## src/design/pmc_pkg.sv

```systemverilog
// ---------------------------------------------------------------------------
// pmc_pkg: shared types and constants for the PS/2 mouse cursor unit
// Coordinate widths, header bit positions, register indexes and the
// packet phase type.
// ---------------------------------------------------------------------------
`default_nettype none

package pmc_pkg;

    localparam int COORD_BITS = 12;
    localparam int CFG_BITS   = 12;
    localparam int OUT_BITS   = 12;
    localparam int BYTE_BITS  = 8;
    localparam int SUM_BITS   = COORD_BITS + 2;
    localparam int WIDE_BITS  = ((COORD_BITS > CFG_BITS) ? COORD_BITS : CFG_BITS) + 1;
    localparam int OUT_DATA_BITS = 32;

    localparam logic [COORD_BITS-1:0] COORD_MAX = {COORD_BITS{1'b1}};

    // header bits
    localparam int HDR_LEFT   = 0;
    localparam int HDR_RIGHT  = 1;
    localparam int HDR_MIDDLE = 2;
    localparam int HDR_SYNC   = 3;
    localparam int HDR_XSIGN  = 4;
    localparam int HDR_YSIGN  = 5;
    localparam int HDR_XOVF   = 6;
    localparam int HDR_YOVF   = 7;

    // configuration register indexes
    localparam logic REG_MAX_X = 1'b0;
    localparam logic REG_MAX_Y = 1'b1;

    localparam logic [CFG_BITS-1:0] MAX_X_RESET = CFG_BITS'(1023);
    localparam logic [CFG_BITS-1:0] MAX_Y_RESET = CFG_BITS'(767);

    typedef enum logic [1:0] {
        PH_HEADER = 2'd0,
        PH_DX     = 2'd1,
        PH_DY     = 2'd2
    } phase_t;

    // saturate a value to the coordinate range
    function automatic logic [COORD_BITS-1:0] sat_coord(input logic [WIDE_BITS-1:0] v);
        logic [COORD_BITS-1:0] r;
        if (v > WIDE_BITS'(COORD_MAX))
            r = COORD_MAX;
        else
            r = COORD_BITS'(v);
        return r;
    endfunction

    localparam logic [COORD_BITS-1:0] POS_X_RESET = sat_coord(WIDE_BITS'(512));
    localparam logic [COORD_BITS-1:0] POS_Y_RESET = sat_coord(WIDE_BITS'(384));

endpackage

`default_nettype wire

```

## src/design/pmc_axis_step.sv

```systemverilog
// ---------------------------------------------------------------------------
// pmc_axis_step: one cursor axis update
// Sign-extend a 9-bit delta, add or subtract it (or hold when move is low), clamp to 0..bound.
// ---------------------------------------------------------------------------
`default_nettype none

module pmc_axis_step (
    input  wire logic [pmc_pkg::COORD_BITS-1:0] pos,
    input  wire logic [pmc_pkg::BYTE_BITS-1:0]  delta_low,
    input  wire logic                           delta_sign,
    input  wire logic                           subtract,
    input  wire logic                           move,
    input  wire logic [pmc_pkg::CFG_BITS-1:0]   bound,
    output logic      [pmc_pkg::COORD_BITS-1:0] pos_next
);
    import pmc_pkg::*;

    logic signed [SUM_BITS-1:0] pos_ext;
    logic signed [SUM_BITS-1:0] delta_ext;
    logic signed [SUM_BITS-1:0] sum;
    logic        [COORD_BITS-1:0] bound_sat;

    assign pos_ext   = signed'({2'b00, pos});
    assign delta_ext = SUM_BITS'(signed'({delta_sign, delta_low}));
    assign bound_sat = sat_coord(WIDE_BITS'(bound));

    always_comb
    begin
        if (!move)
            sum = pos_ext;
        else if (subtract)
            sum = pos_ext - delta_ext;
        else
            sum = pos_ext + delta_ext;

        if (sum < 0)
            pos_next = '0;
        else if (sum > signed'({2'b00, bound_sat}))
            pos_next = bound_sat;
        else
            pos_next = COORD_BITS'(sum);
    end

endmodule

`default_nettype wire

```

## src/design/ps2_mouse_packet_cursor_unit.sv

```systemverilog
// ---------------------------------------------------------------------------
// ps2_mouse_packet_cursor_unit: PS/2 mouse packet decoder with clamped cursor
// Frames 3-byte mouse packets and tracks a bounded screen cursor.
// ---------------------------------------------------------------------------
// Usage:
//   Feed raw mouse bytes on the s_axis channel, one byte per word. A byte
//   opens a packet only when its sync bit (bit 3) is set; other bytes are
//   dropped while hunting for a header. The second and third bytes carry
//   the X and Y deltas. Each completed packet produces one word on m_axis
//   with the clamped cursor, the three buttons and a motion_dropped flag
//   that is set when an overflow bit made the unit ignore the movement.
//   Write max_x (index 0) and max_y (index 1) through cfg_we/cfg_index/
//   cfg_data only while the unit is idle.
// Timing:
//   One byte per cycle sustained while the receiver takes results. Each
//   byte is decoded while it sits in the input register; the result word
//   is registered from the decode of the third byte. The rate is set by
//   the single decode stage between input register and result register.
// Reset and stall:
//   Reset clears the phase to header hunt, the cursor to (512, 384) and
//   the bounds to 1023 x 767. When the receiver stalls, the result register
//   holds its word and bytes keep flowing until the next packet's third
//   byte waits in the input register; then s_axis_tready drops until the
//   result drains.
// ---------------------------------------------------------------------------
`default_nettype none

module ps2_mouse_packet_cursor_unit (
    input  wire logic        clk,
    input  wire logic        rst_n,
    // stream input
    input  wire logic        s_axis_tvalid,
    output logic             s_axis_tready,
    input  wire logic [7:0]  s_axis_tdata,   // [7:0] aux_byte
    // stream output
    output logic             m_axis_tvalid,
    input  wire logic        m_axis_tready,
    output logic [31:0]      m_axis_tdata,   // [11:0] cursor_x, [23:12] cursor_y,
                                             // [24] button_left, [25] button_right,
                                             // [26] button_middle, [27] motion_dropped
    // configuration
    input  wire logic        cfg_we,
    input  wire logic        cfg_index,
    input  wire logic [pmc_pkg::CFG_BITS-1:0] cfg_data
);
    import pmc_pkg::*;

    // configuration
    logic [CFG_BITS-1:0] max_x_reg;
    logic [CFG_BITS-1:0] max_y_reg;

    // input register
    logic                 in_valid_reg;
    logic [BYTE_BITS-1:0] in_byte_reg;

    // packet state
    phase_t               phase_reg, phase_next;
    logic [BYTE_BITS-1:0] header_reg;
    logic [BYTE_BITS-1:0] dx_reg;
    logic [COORD_BITS-1:0] pos_x_reg;
    logic [COORD_BITS-1:0] pos_y_reg;

    // result register
    logic                     out_valid_reg;
    logic [OUT_DATA_BITS-1:0] out_data_reg;

    logic out_free;
    logic fire;
    logic load_header;
    logic load_dx;
    logic emit;
    logic overflow;
    logic [COORD_BITS-1:0] pos_x_new;
    logic [COORD_BITS-1:0] pos_y_new;

    // result slot frees when empty or being taken this cycle
    assign out_free = !out_valid_reg || m_axis_tready;
    // decode the held byte unless it completes a packet with nowhere to go
    assign fire = in_valid_reg && ((phase_reg != PH_DY) || out_free);
    assign s_axis_tready = !in_valid_reg || fire;

    assign overflow = header_reg[HDR_XOVF] || header_reg[HDR_YOVF];

    // --- configuration writes ---
    always_ff @(posedge clk or negedge rst_n)
    begin
        if (!rst_n)
        begin
            max_x_reg <= MAX_X_RESET;
            max_y_reg <= MAX_Y_RESET;
        end
        else if (cfg_we)
        begin
            case (cfg_index)
                REG_MAX_X: max_x_reg <= cfg_data;
                REG_MAX_Y: max_y_reg <= cfg_data;
                default:   max_x_reg <= max_x_reg;
            endcase
        end
    end

    // --- input register ---
    always_ff @(posedge clk or negedge rst_n)
    begin
        if (!rst_n)
            in_valid_reg <= 1'b0;
        else if (s_axis_tready)
            in_valid_reg <= s_axis_tvalid;
    end

    always_ff @(posedge clk)
    begin
        if (s_axis_tready && s_axis_tvalid)
            in_byte_reg <= s_axis_tdata;
    end

    // --- packet phase ---
    always_ff @(posedge clk or negedge rst_n)
    begin
        if (!rst_n)
            phase_reg <= PH_HEADER;
        else
            phase_reg <= phase_next;
    end

    always_comb
    begin
        phase_next  = phase_reg;
        load_header = 1'b0;
        load_dx     = 1'b0;
        emit        = 1'b0;
        if (fire)
        begin
            case (phase_reg)
                PH_DX:
                begin
                    load_dx    = 1'b1;
                    phase_next = PH_DY;
                end
                PH_DY:
                begin
                    emit       = 1'b1;
                    phase_next = PH_HEADER;
                end
                default:
                begin
                    // hunt for a byte with the sync bit set
                    if (in_byte_reg[HDR_SYNC])
                    begin
                        load_header = 1'b1;
                        phase_next  = PH_DX;
                    end
                    else
                        phase_next = PH_HEADER;
                end
            endcase
        end
    end

    always_ff @(posedge clk)
    begin
        if (load_header)
            header_reg <= in_byte_reg;
        if (load_dx)
            dx_reg <= in_byte_reg;
    end

    // --- cursor arithmetic ---
    pmc_axis_step u_step_x (
        .pos        (pos_x_reg),
        .delta_low  (dx_reg),
        .delta_sign (header_reg[HDR_XSIGN]),
        .subtract   (1'b0),
        .move       (!overflow),
        .bound      (max_x_reg),
        .pos_next   (pos_x_new)
    );

    // Y counts up on the mouse, down on screen: subtract it
    pmc_axis_step u_step_y (
        .pos        (pos_y_reg),
        .delta_low  (in_byte_reg),
        .delta_sign (header_reg[HDR_YSIGN]),
        .subtract   (1'b1),
        .move       (!overflow),
        .bound      (max_y_reg),
        .pos_next   (pos_y_new)
    );

    always_ff @(posedge clk or negedge rst_n)
    begin
        if (!rst_n)
        begin
            pos_x_reg <= POS_X_RESET;
            pos_y_reg <= POS_Y_RESET;
        end
        else if (emit)
        begin
            pos_x_reg <= pos_x_new;
            pos_y_reg <= pos_y_new;
        end
    end

    // --- result register ---
    always_ff @(posedge clk or negedge rst_n)
    begin
        if (!rst_n)
            out_valid_reg <= 1'b0;
        else if (out_free)
            out_valid_reg <= emit;
    end

    always_ff @(posedge clk)
    begin
        if (emit)
        begin
            out_data_reg <= {4'b0000,
                             overflow,
                             header_reg[HDR_MIDDLE],
                             header_reg[HDR_RIGHT],
                             header_reg[HDR_LEFT],
                             OUT_BITS'(pos_y_new),
                             OUT_BITS'(pos_x_new)};
        end
    end

    assign m_axis_tvalid = out_valid_reg;
    assign m_axis_tdata  = out_data_reg;

endmodule

`default_nettype wire

```

## config.mk

```make
export PLATFORM = sky130hd
export DESIGN_NAME = ps2_mouse_packet_cursor_unit
export DESIGN_NICKNAME = d
export VERILOG_FILES = /design/src/design/pmc_pkg.sv /design/src/design/pmc_axis_step.sv /design/src/design/ps2_mouse_packet_cursor_unit.sv
export SDC_FILE = /design/constraint.sdc
export NUM_CORES = 1
export LEC_CHECK = 0
export BUFFER_PORTS_ARGS = -buffer_cell sky130_fd_sc_hd__buf_2
export CELL_PAD_IN_SITES_DETAIL_PLACEMENT = 1
export CELL_PAD_IN_SITES_GLOBAL_PLACEMENT = 2
export CORE_ASPECT_RATIO = 1.75
export CORE_MARGIN = 2
export CORE_UTILIZATION = 41
export CTS_CLUSTER_DIAMETER = 120
export DETAILED_ROUTE_END_ITERATION = 7
export PLACE_DENSITY_LB_ADDON = 0.25
export SETUP_SLACK_MARGIN = 0.2
export SLEW_MARGIN = 20
export SYNTH_ARGS = -nofsm -noshare
export SYNTH_HDL_FRONTEND = slang
export SYNTH_SLANG_ARGS = --single-unit
```

## constraint.sdc

```tcl
create_clock -name clk -period 12.13 [get_ports clk]
set_input_delay 2.426 -clock clk [delete_from_list [all_inputs] [get_ports clk]]
set_output_delay 2.426 -clock clk [all_outputs]
set_load 0.005 [all_outputs]
```

-- Word level (Yosys, flattened, before mapping)
Index checks and enable logic that the tools add are counted.
- eq/ne operators: 3
- reductions and logical operators: 11
- $lt $le $gt $ge: 4
- add/sub/neg operators: 2
- mux-type cells: 15
- bitwise logic cells: 1
- operators by type and width (kind ; number):
    $mux W12 ; 4
    $gt A14 B13 Y1 ; 2
    $lt A14 B1 Y1 const B ; 2
    $mux W14 ; 2
    $add A13 B9 Y14 ; 1
    $sub A13 B9 Y14 ; 1
    $mux W1 ; 8
    $logic_or A1 B1 Y1 ; 4
    $pmux W2 S2 ; 1
    $reduce_and A2 Y1 ; 2
    $eq A2 B1 Y1 const B ; 1
    $eq A2 B2 Y1 const B ; 1
    $logic_and A1 B1 Y1 ; 2
    $logic_not A1 Y1 ; 2
    $ne A2 B2 Y1 const B ; 1
    $reduce_or A2 Y1 ; 1
    $not A1 Y1 ; 1
- word-level logic and storage cells: 47
- output and inout bits: 34
- register bits after elaboration: 104
- bits of input ports: 26

-- Logic depth before layout (Yosys ltp)
Gate-level depths: netlist of the first run.
- depth after elaboration: 6
- gate-level depth with buffers: 20
- gate-level depth less buffers: 19

-- Cells and area by module
Synthesis of the first run repeated with hierarchy kept, for this count alone.
- cell total of the unflattened synthesis: 619
- area total of the unflattened synthesis: 6916.6 um^2
- by module, submodules not included (module ; area an instance (um^2) ; cells each ; instances ; sequential area each (um^2)):
    ps2_mouse_packet_cursor_unit ; 3728.6 ; 185 ; 1 ; 2860.2
    pmc_axis_step ; 1594.0 ; 217 ; 2 ; 0.0

-- Worst setup path after synthesis of the first run
OpenSTA, ideal clock, no wires.
- path kind: in2out
- from: input port m_axis_tready
- to: output port s_axis_tready
- stages: 1
- arrival time: 2.622 ns
- buffers on the path: 0
- required time: 9.704 ns
- path slack: 7.082 ns
- cells stage by stage: nand4b_1
- word-level cells in the longest chain between the ends: 4
- ends and longest elaborated chain (item ; RTL line ; source):
    from (decl) ; ps2_mouse_packet_cursor_unit.sv:37 ; input wire logic m_axis_tready,
    $logic_or A1 B1 Y1 ; ps2_mouse_packet_cursor_unit.sv:77 ; assign out_free = !out_valid_reg || m_axis_tready;
    $logic_or A1 B1 Y1 ; ps2_mouse_packet_cursor_unit.sv:79 ; assign fire = in_valid_reg && ((phase_reg != PH_DY) || out_free);
    $logic_and A1 B1 Y1 ; ps2_mouse_packet_cursor_unit.sv:79 ;
    $logic_or A1 B1 Y1 ; ps2_mouse_packet_cursor_unit.sv:80 ; assign s_axis_tready = !in_valid_reg || fire;
    to (decl) ; ps2_mouse_packet_cursor_unit.sv:33 ; output logic s_axis_tready,
No other way between the ends.

-- Final worst setup path of the first run
Ends and elaborated chain as after synthesis.

==> results of run 1 <==
-- Yosys cell counts (6+ instances only) --
master and n:
nand2_1 74, ha_1 52, edfxtp_1 51, inv_1 49
nor2_1 44, o21ai_1 41, dfrtp_1 30, o21ai_0 29
dfstp_2 22, a21oi_1 17, mux2_2 14, mux2i_1 14
clkbuf_1 13, a21o_1 11, xnor2_1 11, a211oi_1 7
nand2b_1 7, nand3_1 6, o21a_1 6, o31ai_1 6
-- power by group through the flow --
stage	Clock (mW)	Sequential, mW	Combinational (mW)
final	0.294	0.533	0.766
after CTS	0.300	0.534	0.778
after floorplan	0	0.516	0.558
after global routing	0.313	0.541	0.860
after detailed placement	0	0.541	0.771
after global placement	0	0.539	0.734
-- cells by family (layout without fill, tap and decap cells) --
logic type,count (synthesis),count (layout),share of synthesized area [%]
other,1,4,0.0636
buffers and inverters,71,127,5.01
adders and majority gates,54,54,11.7
muxes,28,28,5.05
and+or+nand+nor,159,159,12.0
DFF,103,103,48.5
AOI/OAI and AO/OA,146,146,15.3
xor gates and xnor gates,16,16,2.38
-- per-stage QoR --
| step | hold WS [ps] | total power, mW | utilization (%) |
|---|---|---|---|
| final | 422 | 1.59 | 46.8 |
| after global routing | 427 | 1.71 | 46.8 |
| after CTS | 423 | 1.61 | 46.8 |
| after detailed placement | 406 | 1.31 | 44.7 |
| after global placement | 421 | 1.27 | 44.6 |
| after floorplan | 400 | 1.07 | - |
-- layout make-up --
type                    instances  area, µm²
fillers                      1621       7560
flip-flops and latches        103       2860
multi-input cells             407       2760
repair buffers                 61        320
clock buffers                  11        264
well taps                     180        225
inverters                      50        188
clock inverters                 5       43.8
-- worst register-to-register path, stage by stage, from the launching register on --
cell      delay (ps)
dfrtp_1          380
inv_1             90
ha_1             170
inv_1             60
fa_1             430
a211oi_2         240
nor2_1           110
o41a_1           380
a21oi_1          190
xor2_1           180
o21ai_1          130
ha_1             330
o21ai_0          180
o21bai_1          90
a21o_1           180
a21oi_1          140
a22oi_1           90
nor2_2           650
mux2i_1          430
nor2_1            90
-- how the worst max path moves through the flow --
stage	startpoint	endpoint	depth (start not counted)
4_1_cts	m_axis_tready	s_axis_tready	3
2_1_floorplan	m_axis_tready	s_axis_tready	1
3_5_place_dp	m_axis_tready	s_axis_tready	3
5_1_grt	m_axis_tready	s_axis_tready	3
6_report	m_axis_tready	s_axis_tready	3
3_3_place_gp	m_axis_tready	s_axis_tready	3
-- per-layer routing --
metal	vias to the layer above	global-route usage (%)	wire length, µm
met1	2205	20.9	5650
li1	2153	-	-
met2	64	44.6	9650
met3	31	2.82	278
met4	0	10.7	722
met5	-	0	0
==> impl_summary.txt, run 1 <==
----------------------------------------------------
[Outcome]
  Run status ... complete, no violations

[Clock network]
  Number of clock sinks seen by CTS ... a little over 100
  Clock root buffer ... clkbuf_16
  Post-CTS Setup Repair Bufs ... 0
  Maximum clock insertion buffer count ... 2
  Later-pin clock latency in the skew report ... approximately 350 ps
  Post-CTS Hold Fix Bufs ... 0
  CTS-repair resized insts ... 0
  H-tree Lvls ... 3
  TritonCTS clock tree ... built
  Clock slew at reported path FFs ... approximately 70 ps
  Total clock buffers created by CTS ... 9

[Routing]
  Number of vias per cell ... between 5 and 6
  Via Count ... roughly 4.5k
  Mean routed wirelength per cell ... around 20 µm
  Initial DRC count ... 169
  Number of routed nets with antenna violations ... 0
  Wire length reported by the detailed router ... about 16,000 µm
  Drc violations ... 0
  1st-pass router iterations ... 4

[Logic synthesis]
  Combined area of all synthesized cells ... approximately 0.0059 mm²
  Post-synthesis sequential element count ... roughly 100
  Portion of synthesized cell area occupied by the leading cell type ... around 26%
  Largest cells by area after synthesis ... edfxtp_1, dfrtp_1, ha_1
  Warnings, synthesis ... 0
  Post-Syn Instances ... just under 600
  Area leader, netlist ... edfxtp_1
  Number of enable-type register cells in the synthesized netlist ... 51
  Portion of the post-synthesis area used by sequential elements ... between 40 and 50%
  Most used flip-flop cell after synthesis ... edfxtp_1
  Mean post-synth cell area ... roughly 10 µm²
  Async S/R FF share, synth ... between 50% and 60%
  Number of unique standard cell types used by synthesis ... 56

[Setup path]
  Worst R2R Setup Slack ... between 7000 and 8000 ps
  Endpoint arrival time on the critical path ... 2890 ps
  Endpoint kind of the worst setup timing path ... primary output
  Critical path launch point type ... primary input
  Maximum fanout count along the critical path ... 3
  Buffer and inverter count on the worst path ... 2
  CP Class ... in -> out
  Delay of the slowest critical-path stage ... approximately 200 ps
  Cells along the critical path ... buf_2 > nand4b_1 > buf_2
  Number of cells on the worst reg-to-reg path ... 19
  Category of cells accounting for the largest share of critical-path delay ... buffers and inverters
  Most Frequent Cell on Critical Path ... buf_2
  CP Data Required Time ... just under 10,000 ps
  Worst r2r dst ... m_axis_tdata[23]
  Critical-path top delay cell ... nand4b_1
  Launch point of the worst reg-to-reg path ... pos_y_reg[0]

[Placed design]
  Total cell area at the placement stage ... 0.00635 mm²
  Placed Cells incl. Taps ... 801
  Setup slack at placement ... about 6800 ps
  Half-perimeter wire length after placement ... 13,000 µm
  Final RePlAce weighted congestion ... ~0.8
  IO Port Bufs ... 55

[Min path]
  Worst hold path cell count ... 0
  Path category of the worst min-delay check ... reg -> reg
  Capture endpoint of the worst hold path ... m_axis_tdata[25]
  Start point of the worst hold path ... header_reg[1]

[Finish]
  Ratio of cells with drive above 1 in the final layout ... approximately a fifth
  Largest register FFs ... 28
  Area of all placed cells without fillers ... 0.00666 mm²
  Most frequent cells in the layout ... nand2_1, buf_2, ha_1, edfxtp_1, inv_1
  Final Instance Count excl. Fillers ... between 800 and 900
  Most common cell after layout, fill and taps aside ... nand2_1
  Antenna cells ... 0
  P&R area growth vs syn ... 12.9%
  Final #Nets ... roughly 710

[Timing]
  Slew of the pin with the lowest slew margin ... a little over 800 ps
  Number of setup violations in the final report ... 0
  Post-route setup slack ... just under 7000 ps
  Highest clock rate ... between 0.15 and 0.2 GHz
  Final-report max-slew violation count ... 0
  Fin crit period ... approximately 5300 ps
  Setup TNS Final ... 0 ps
  Clock Skew ... 5.07 ps
  Worst slew margin ... 45.9%
  RSZ-0062 raised after global routing ... no
  Number of hold violations in the final report ... 0
  Period Utilization, post-route ... between 40% and 50%

[Pwr]
  Net load switching power ... ~0.66 mW
  Switching fraction of total power ... a little over 40%
  VDD IR-drop max ... between 0.0001 and 0.00015 V
  Internal power consumption ... 0.935 mW
  Total power per unit cell area ... ~240 mW/mm²
  Share of total power in the clock network ... 18.4%
  Sequential share of power ... about 34%
  Leakage dissipation ... around 3 nW
  Combinational group share of total power ... around half

[Global route]
  GRT Residual Overflow ... 0
  Global-route total usage across every layer ... roughly 22%
  Pin count of the biggest net entering global routing ... 53
  First-pass GRT wire length ... 25,300 µm
  Number of global-route vias before repair ... just under 5k
  Number of antenna violations at the first check in global routing ... 0

[Die]
  Starting Density ... a little over 40%
  Standard-cell row count ... 58
  Placeable Area ... 0.0142 mm²
  Number of I/O pins ... 60
  Die width ... 94.7 µm
  Die Span Y ... 163 µm
  Floorplan die area ... around 0.015 mm²

[Run]
  MaxCap Viol Count ... 0

----------------------------------------------------
No activity file was read; power rests on OpenSTA's default activity.
==> run 2, diff against run 1 <==
Settings changed: CORE_UTILIZATION 41 to 35.
Clock period 12.13 ns to 4.4 ns, I/O delays scaled along.
==> impl_summary.txt, run 2 (synthesized netlist as in run 1, its figures left out) <==
----------------------------------------------------
[Setup path]
  CP Class ... reg -> reg
  Critical-path top delay cell ... edfxtp_1
  Maximum fanout count along the critical path ... 7
  Delay of the slowest critical-path stage ... ~470 ps
  Most Frequent Cell on Critical Path ... nor2_2
  CP Data Required Time ... 4500 ps
  Endpoint kind of the worst setup timing path ... register
  Endpoint arrival time on the critical path ... 4190 ps
  Cells along the critical path ... ha_4 > inv_2 > fa_2 > a211oi_2 > nor2_2 > o41a_1 > a221o_1 > xnor2_2 > o21ai_2 > ha_1 > a21o_1 > a21oi_2 > a22oi_2 > nor2_2 > buf_8 > mux2i_4 > nor2_1
  Buffer and inverter count on the worst path ... 2
  Critical path launch point type ... register
  Category of cells accounting for the largest share of critical-path delay ... compound AO/OA/AOI/OAI gates

[Timing]
  Worst slew margin ... between 40% and 50%
  Setup TNS Final ... 0 ps
  Number of setup violations in the final report ... 0
  Clock Skew ... roughly 11 ps
  Fin Hold WS ... 424 ps
  Highest clock rate ... around 0.24 GHz
  Period Utilization, post-route ... 92.9%
  RSZ-0062 raised after global routing ... yes
  Number of hold violations in the final report ... 0
  Fin crit period ... 4090 ps
  Post-route setup slack ... approximately 310 ps
  Slew of the pin with the lowest slew margin ... 775 ps
  Final-report max-slew violation count ... 0

[Global route]
  Global-route total usage across every layer ... a little over a fifth
  Number of global-route vias before repair ... around 5.1k
  First-pass GRT wire length ... approximately 28,000 µm
  Number of antenna violations at the first check in global routing ... 0
  Pin count of the biggest net entering global routing ... 49
  GRT Residual Overflow ... 0

[Pwr]
  Total power per unit cell area ... between 600 and 700 mW/mm²
  Sequential share of power ... 30.2%
  Internal power consumption ... ~2.9 mW
  Share of total power in the clock network ... between 10% and 20%
  Combinational group share of total power ... about 53%
  Net load switching power ... slightly below 2 mW
  Total power after layout ... roughly 4.9 mW
  Switching fraction of total power ... between 40% and 50%
  Leakage dissipation ... roughly 3.2 nW
  VDD IR-drop max ... ~0.00027 V

[Routing]
  Drc violations ... 0
  Number of vias per cell ... about 5.2
  Initial DRC count ... approximately 110
  Number of routed nets with antenna violations ... 0
  Mean routed wirelength per cell ... 20.0 µm
  Wire length reported by the detailed router ... ~18,000 µm
  1st-pass router iterations ... 4
  Via Count ... approximately 4.6k

[Clock network]
  Post-CTS Hold Fix Bufs ... 0
  Later-pin clock latency in the skew report ... about 350 ps
  Clock root buffer ... clkbuf_16
  TritonCTS clock tree ... built
  Maximum clock insertion buffer count ... 2
  Clock slew at reported path FFs ... 70 ps
  Total clock buffers created by CTS ... 9
  H-tree Lvls ... 3
  Number of clock sinks seen by CTS ... ~100

[Finish]
  Antenna cells ... 0
  Final Instance Count excl. Fillers ... 894
  P&R area growth vs syn ... 21.7%
  Ratio of cells with drive above 1 in the final layout ... between 20% and 30%
  Largest register FFs ... 28
  Core utilization of the finished layout ... 43.7%
  Most common cell after layout, fill and taps aside ... nand2_1
  Final #Nets ... roughly 750
  Most frequent cells in the layout ... nand2_1, buf_2, edfxtp_1, ha_1, inv_1
  Area of all placed cells without fillers ... approximately 0.0072 mm²

[Placed design]
  Half-perimeter wire length after placement ... 14,100 µm
  Final RePlAce weighted congestion ... roughly 0.85
  Setup slack at placement ... -88.5 ps
  IO Port Bufs ... 55
  Placed Cells incl. Taps ... about 870
  Total cell area at the placement stage ... 0.00659 mm²

[Run]
  MaxCap Viol Count ... 0

[Die]
  Floorplan die area ... between 0.015 and 0.02 mm²
  Placeable Area ... 0.0164 mm²
  Standard-cell row count ... 62
  Starting Density ... a little over a third
  Number of I/O pins ... 60
  Die Span Y ... 176 µm
  Die width ... 102 µm

[Outcome]
  Run status ... complete, no violations

[Min path]
  Path category of the worst min-delay check ... reg -> reg

----------------------------------------------------
-- run 2: area by class of cell --
cell class	count	area, µm²
multi-input cells	407	2960
repair buffers	94	596
flip-flops and latches	103	2860
inverters	50	188
well taps	224	280
clock buffers	11	246
clock inverters	5	46.3
fillers	1885	9270
-- run 2: final timing paths --
kind / cells past startpoint / end / start / slack [ps]
setup reg to reg: 17 / m_axis_tdata[23] / in_byte_reg[0] / 310
hold / removal: 0 / m_axis_tdata[26] / header_reg[2] / 420
min in group asynchronous: 1 / in_valid_reg / rst_n / 600
max in group asynchronous: 2 / max_x_reg[1] / rst_n / 2900
setup / recovery: 17 / m_axis_tdata[23] / in_byte_reg[0] / 310
hold reg to reg: 0 / m_axis_tdata[26] / header_reg[2] / 420
-- run 2: repair_timing --
| action | 4_1_cts | 5_1_grt |
|---|---|---|
| gates resized for setup | 27 | 20 |
| pin swaps | 15 | 11 |
| endpoints found under the setup margin | 24 | 48 |
| setup buffers | 7 | 3 |
-- run 2: worst register-to-register path: cells and delay by family (launching register included) --
kind	cells	cell delay, ps
buffers and inverters	2	230
multiplexers	1	290
AND/OR/NAND/NOR	3	310
adder cells (fa/ha/maj)	3	850
flip-flops	1	470
AO/OA/AOI/OAI	7	1480
XOR/XNOR	1	210
-- run 2: metal layers --
metal  vias to the layer above  share of wire, %  global-route usage, %  wire length (µm)
li1                       2215                 -                      -                 -
met1                      2314                34                   20.3              6000
met2                        83                60                   42.3             10800
met3                        36               2.1                   2.39               368
met4                         0               4.1                   9.67               736
met5                         -                 0                      0                 0
-- run 2: power by group through the flow --
stage | Clock [mW] | Combinational (mW) | Sequential, mW
floorplan | 0 | 1.54 | 1.42
global placement | 0 | 2.21 | 1.49
detailed placement | 0 | 2.32 | 1.50
CTS | 0.823 | 2.53 | 1.49
global route | 0.851 | 2.92 | 1.51
finish | 0.801 | 2.62 | 1.48
==> run 3, diff against run 2 <==
Settings changed: ABC_AREA from default to 1, CORE_UTILIZATION 35 to 33.
==> impl_summary.txt, run 3 <==
----------------------------------------------------
[Outcome]
  Run status ... complete, no violations

[Placed design]
  Setup slack at placement ... between 70 and 80 ps
  Half-perimeter wire length after placement ... approximately 16,000 µm
  IO Port Bufs ... 55
  Final RePlAce weighted congestion ... 0.811

[Clock network]
  Maximum clock insertion buffer count ... 2
  Later-pin clock latency in the skew report ... about 360 ps
  TritonCTS clock tree ... built
  Number of clock sinks seen by CTS ... ~100
  Total clock buffers created by CTS ... 9
  Clock root buffer ... clkbuf_16
  Clock slew at reported path FFs ... around 80 ps
  H-tree Lvls ... 3

[Setup path]
  Cells along the critical path ... inv_1 > ha_1 > inv_1 > fa_1 > nand3_1 > nand2_1 > nand2_1 > nand3_1 > xnor2_1 > nand2_1 > o21ai_0 > inv_1 > ha_1 > nand2_1 > inv_1 > nand3_1 > nor4_1 > nand3_2 > nand2_4 > nand2_1 > and3_1
  Endpoint kind of the worst setup timing path ... register
  Endpoint arrival time on the critical path ... roughly 4000 ps
  CP Class ... reg -> reg
  Worst R2R Setup Slack ... ~550 ps
  Maximum fanout count along the critical path ... 12
  CP Data Required Time ... 4520 ps
  Buffer and inverter count on the worst path ... 4
  Worst r2r dst ... m_axis_tdata[12]
  Most Frequent Cell on Critical Path ... nand2_1
  Critical path launch point type ... register
  Number of cells on the worst reg-to-reg path ... 21
  Launch point of the worst reg-to-reg path ... pos_y_reg[0]
  Critical-path top delay cell ... fa_1
  Delay of the slowest critical-path stage ... between 400 and 500 ps
  Category of cells accounting for the largest share of critical-path delay ... simple AND/OR/NAND/NOR gates

[Logic synthesis]
  Area leader, netlist ... edfxtp_1
  Async S/R FF share, synth ... 50.5%
  Post-synthesis sequential element count ... ~100
  Most used flip-flop cell after synthesis ... edfxtp_1
  Number of enable-type register cells in the synthesized netlist ... 51
  Most used standard cell by instance count after synthesis ... nand2_1
  Mean post-synth cell area ... between 8 and 9 µm²
  Post-Syn Instances ... just over 800
  Number of unique standard cell types used by synthesis ... 38
  Most instantiated cells after synthesis ... nand2_1, inv_1, o21ai_0, ha_1, edfxtp_1
  Warnings, synthesis ... 0
  Combined area of all synthesized cells ... between 0.006 and 0.007 mm²
  Portion of synthesized cell area occupied by the leading cell type ... 23.4%
  Largest cells by area after synthesis ... edfxtp_1, nand2_1, dfrtp_1
  Portion of the post-synthesis area used by sequential elements ... about 44%

[Global route]
  Pin count of the biggest net entering global routing ... between 50 and 60
  Global-route total usage across every layer ... roughly a fifth
  GRT Residual Overflow ... 0
  First-pass GRT wire length ... ~31,000 µm
  Number of global-route vias before repair ... just over 6k
  Number of antenna violations at the first check in global routing ... 0

[Die]
  Die width ... roughly 110 µm
  Number of I/O pins ... 60
  Die Span Y ... about 190 µm
  Starting Density ... 33.4%
  Placeable Area ... between 0.015 and 0.02 mm²
  Standard-cell row count ... between 60 and 70
  Floorplan die area ... around 0.021 mm²

[Timing]
  Fin crit period ... about 3900 ps
  Number of setup violations in the final report ... 0
  Period Utilization, post-route ... ~88%
  Highest clock rate ... ~0.26 GHz
  Post-route setup slack ... 550 ps
  Final-report max-slew violation count ... 0
  Slew of the pin with the lowest slew margin ... slightly above 900 ps
  Clock Skew ... 13.1 ps
  Worst slew margin ... 38.9%
  Number of hold violations in the final report ... 0
  Setup TNS Final ... 0 ps
  RSZ-0062 raised after global routing ... no

[Finish]
  Largest register FFs ... 28
  Antenna cells ... 0
  Combined flip-flop and latch cell area ... between 0.002 and 0.003 mm²
  P&R area growth vs syn ... 13.4%
  Most common cell after layout, fill and taps aside ... nand2_1
  Combined area of the multi-input logic cells ... around 0.0031 mm²
  Final #Nets ... 947
  Most frequent cells in the layout ... nand2_1, inv_1, buf_2, o21ai_0, ha_1
  Number of fill cells in the layout ... ~2.4k
  Ratio of cells with drive above 1 in the final layout ... around 18%

[Pwr]
  Total power after layout ... approximately 4.7 mW
  Total power per unit cell area ... roughly 640 mW/mm²
  Leakage dissipation ... 3.74 nW
  VDD IR-drop max ... between 0.0002 and 0.00025 V

[Routing]
  1st-pass router iterations ... 4
  Mean routed wirelength per cell ... roughly 18 µm
  Number of routed nets with antenna violations ... 0
  Via Count ... between 5k and 6k
  Initial DRC count ... 166
  Wire length reported by the detailed router ... roughly 20,000 µm
  Drc violations ... 0
  Number of vias per cell ... around 4.9

[Min path]
  Worst hold path cell count ... 0
  Path category of the worst min-delay check ... reg -> reg
  Start point of the worst hold path ... header_reg[0]
  Capture endpoint of the worst hold path ... m_axis_tdata[24]

[Run]
  MaxCap Viol Count ... 0

----------------------------------------------------
run 3: timing repair:
item / CTS / global route
endpoints found under the setup margin: 23 / 24
buffers inserted: 3 / 2
endpoints found under the hold margin: 0 / 0
resized for setup: 1 / 4
hold buffers: 0 / 0
pin swaps: 1 / 0
run 3: stage by stage:
step                      area, µm²  util (%)  cells  hold WS [ps]
after floorplan                6540         -    813           400
after global placement         7060      36.1   1096           401
after detailed placement       7060      36.1   1096           414
after CTS                      7390      37.7   1115           434
after global routing           7410      37.9   1117           434
final                          7410      37.9   1117           430
run 3: worst max-delay path by stage:
stage / start / endpoint / slack [ps] / cells past startpoint
finish: pos_y_reg[0] / m_axis_tdata[12] / 550 / 21
global route: pos_y_reg[0] / m_axis_tdata[19] / 210 / 25
CTS: in_byte_reg[0] / m_axis_tdata[12] / 400 / 20
detailed placement: in_byte_reg[0] / pos_y_reg[0] / 80 / 24
global placement: in_byte_reg[0] / pos_y_reg[0] / 140 / 24
floorplan: pos_x_reg[0] / m_axis_tdata[6] / 1150 / 22
run 3: cell families after synthesis:
kind of cell | synth area share (%)
AND/OR/NAND/NOR | 26.1
buffers and inverters | 9.81
AO/OA/AOI/OAI | 8.75
flip-flops | 43.8
adder cells (fa/ha/maj) | 10.6
XOR/XNOR | 0.805
other | 0.0574
multiplexers | 0.153
run 3: cell type report:
| cell class | count | area share, % |
|---|---|---|
| Tap cell | 245 | 4.14 |
| Sequential cell | 103 | 38.6 |
| Clock inverter | 7 | 1.01 |
| Multi-Input combinational cell | 547 | 41.3 |
| Inverter | 140 | 7.11 |
| Clock buffer | 9 | 3.04 |
| Timing Repair Buffer | 66 | 4.83 |
run 3: where the power goes:
part	switching [mW]	total (mW)	internal [mW]
Combinational	1.55	2.41	0.859
Clock	0.421	0.824	0.403
Sequential	0.165	1.48	1.31
run 3: worst reg2reg max path: stages (launching register included):
cell and delay [ps]:
dfrtp_1 400, inv_1 60, ha_1 160, inv_1 90, fa_1 410, nand3_1 100
nand2_1 120, nand2_1 80, nand3_1 100, xnor2_1 210, nand2_1 60, o21ai_0 190
inv_1 90, ha_1 290, nand2_1 90, inv_1 90, nand3_1 80, nor4_1 310
nand3_2 160, nand2_4 230, nand2_1 100, and3_1 190
run 3: per-layer routing:
metal,vias to the layer above,track usage [%],wire [µm]
li1,2708,-,-
met3,27,2.06,294
met4,0,8.22,646
met5,-,0,0
met1,2647,19.0,7140
met2,49,41.3,12100
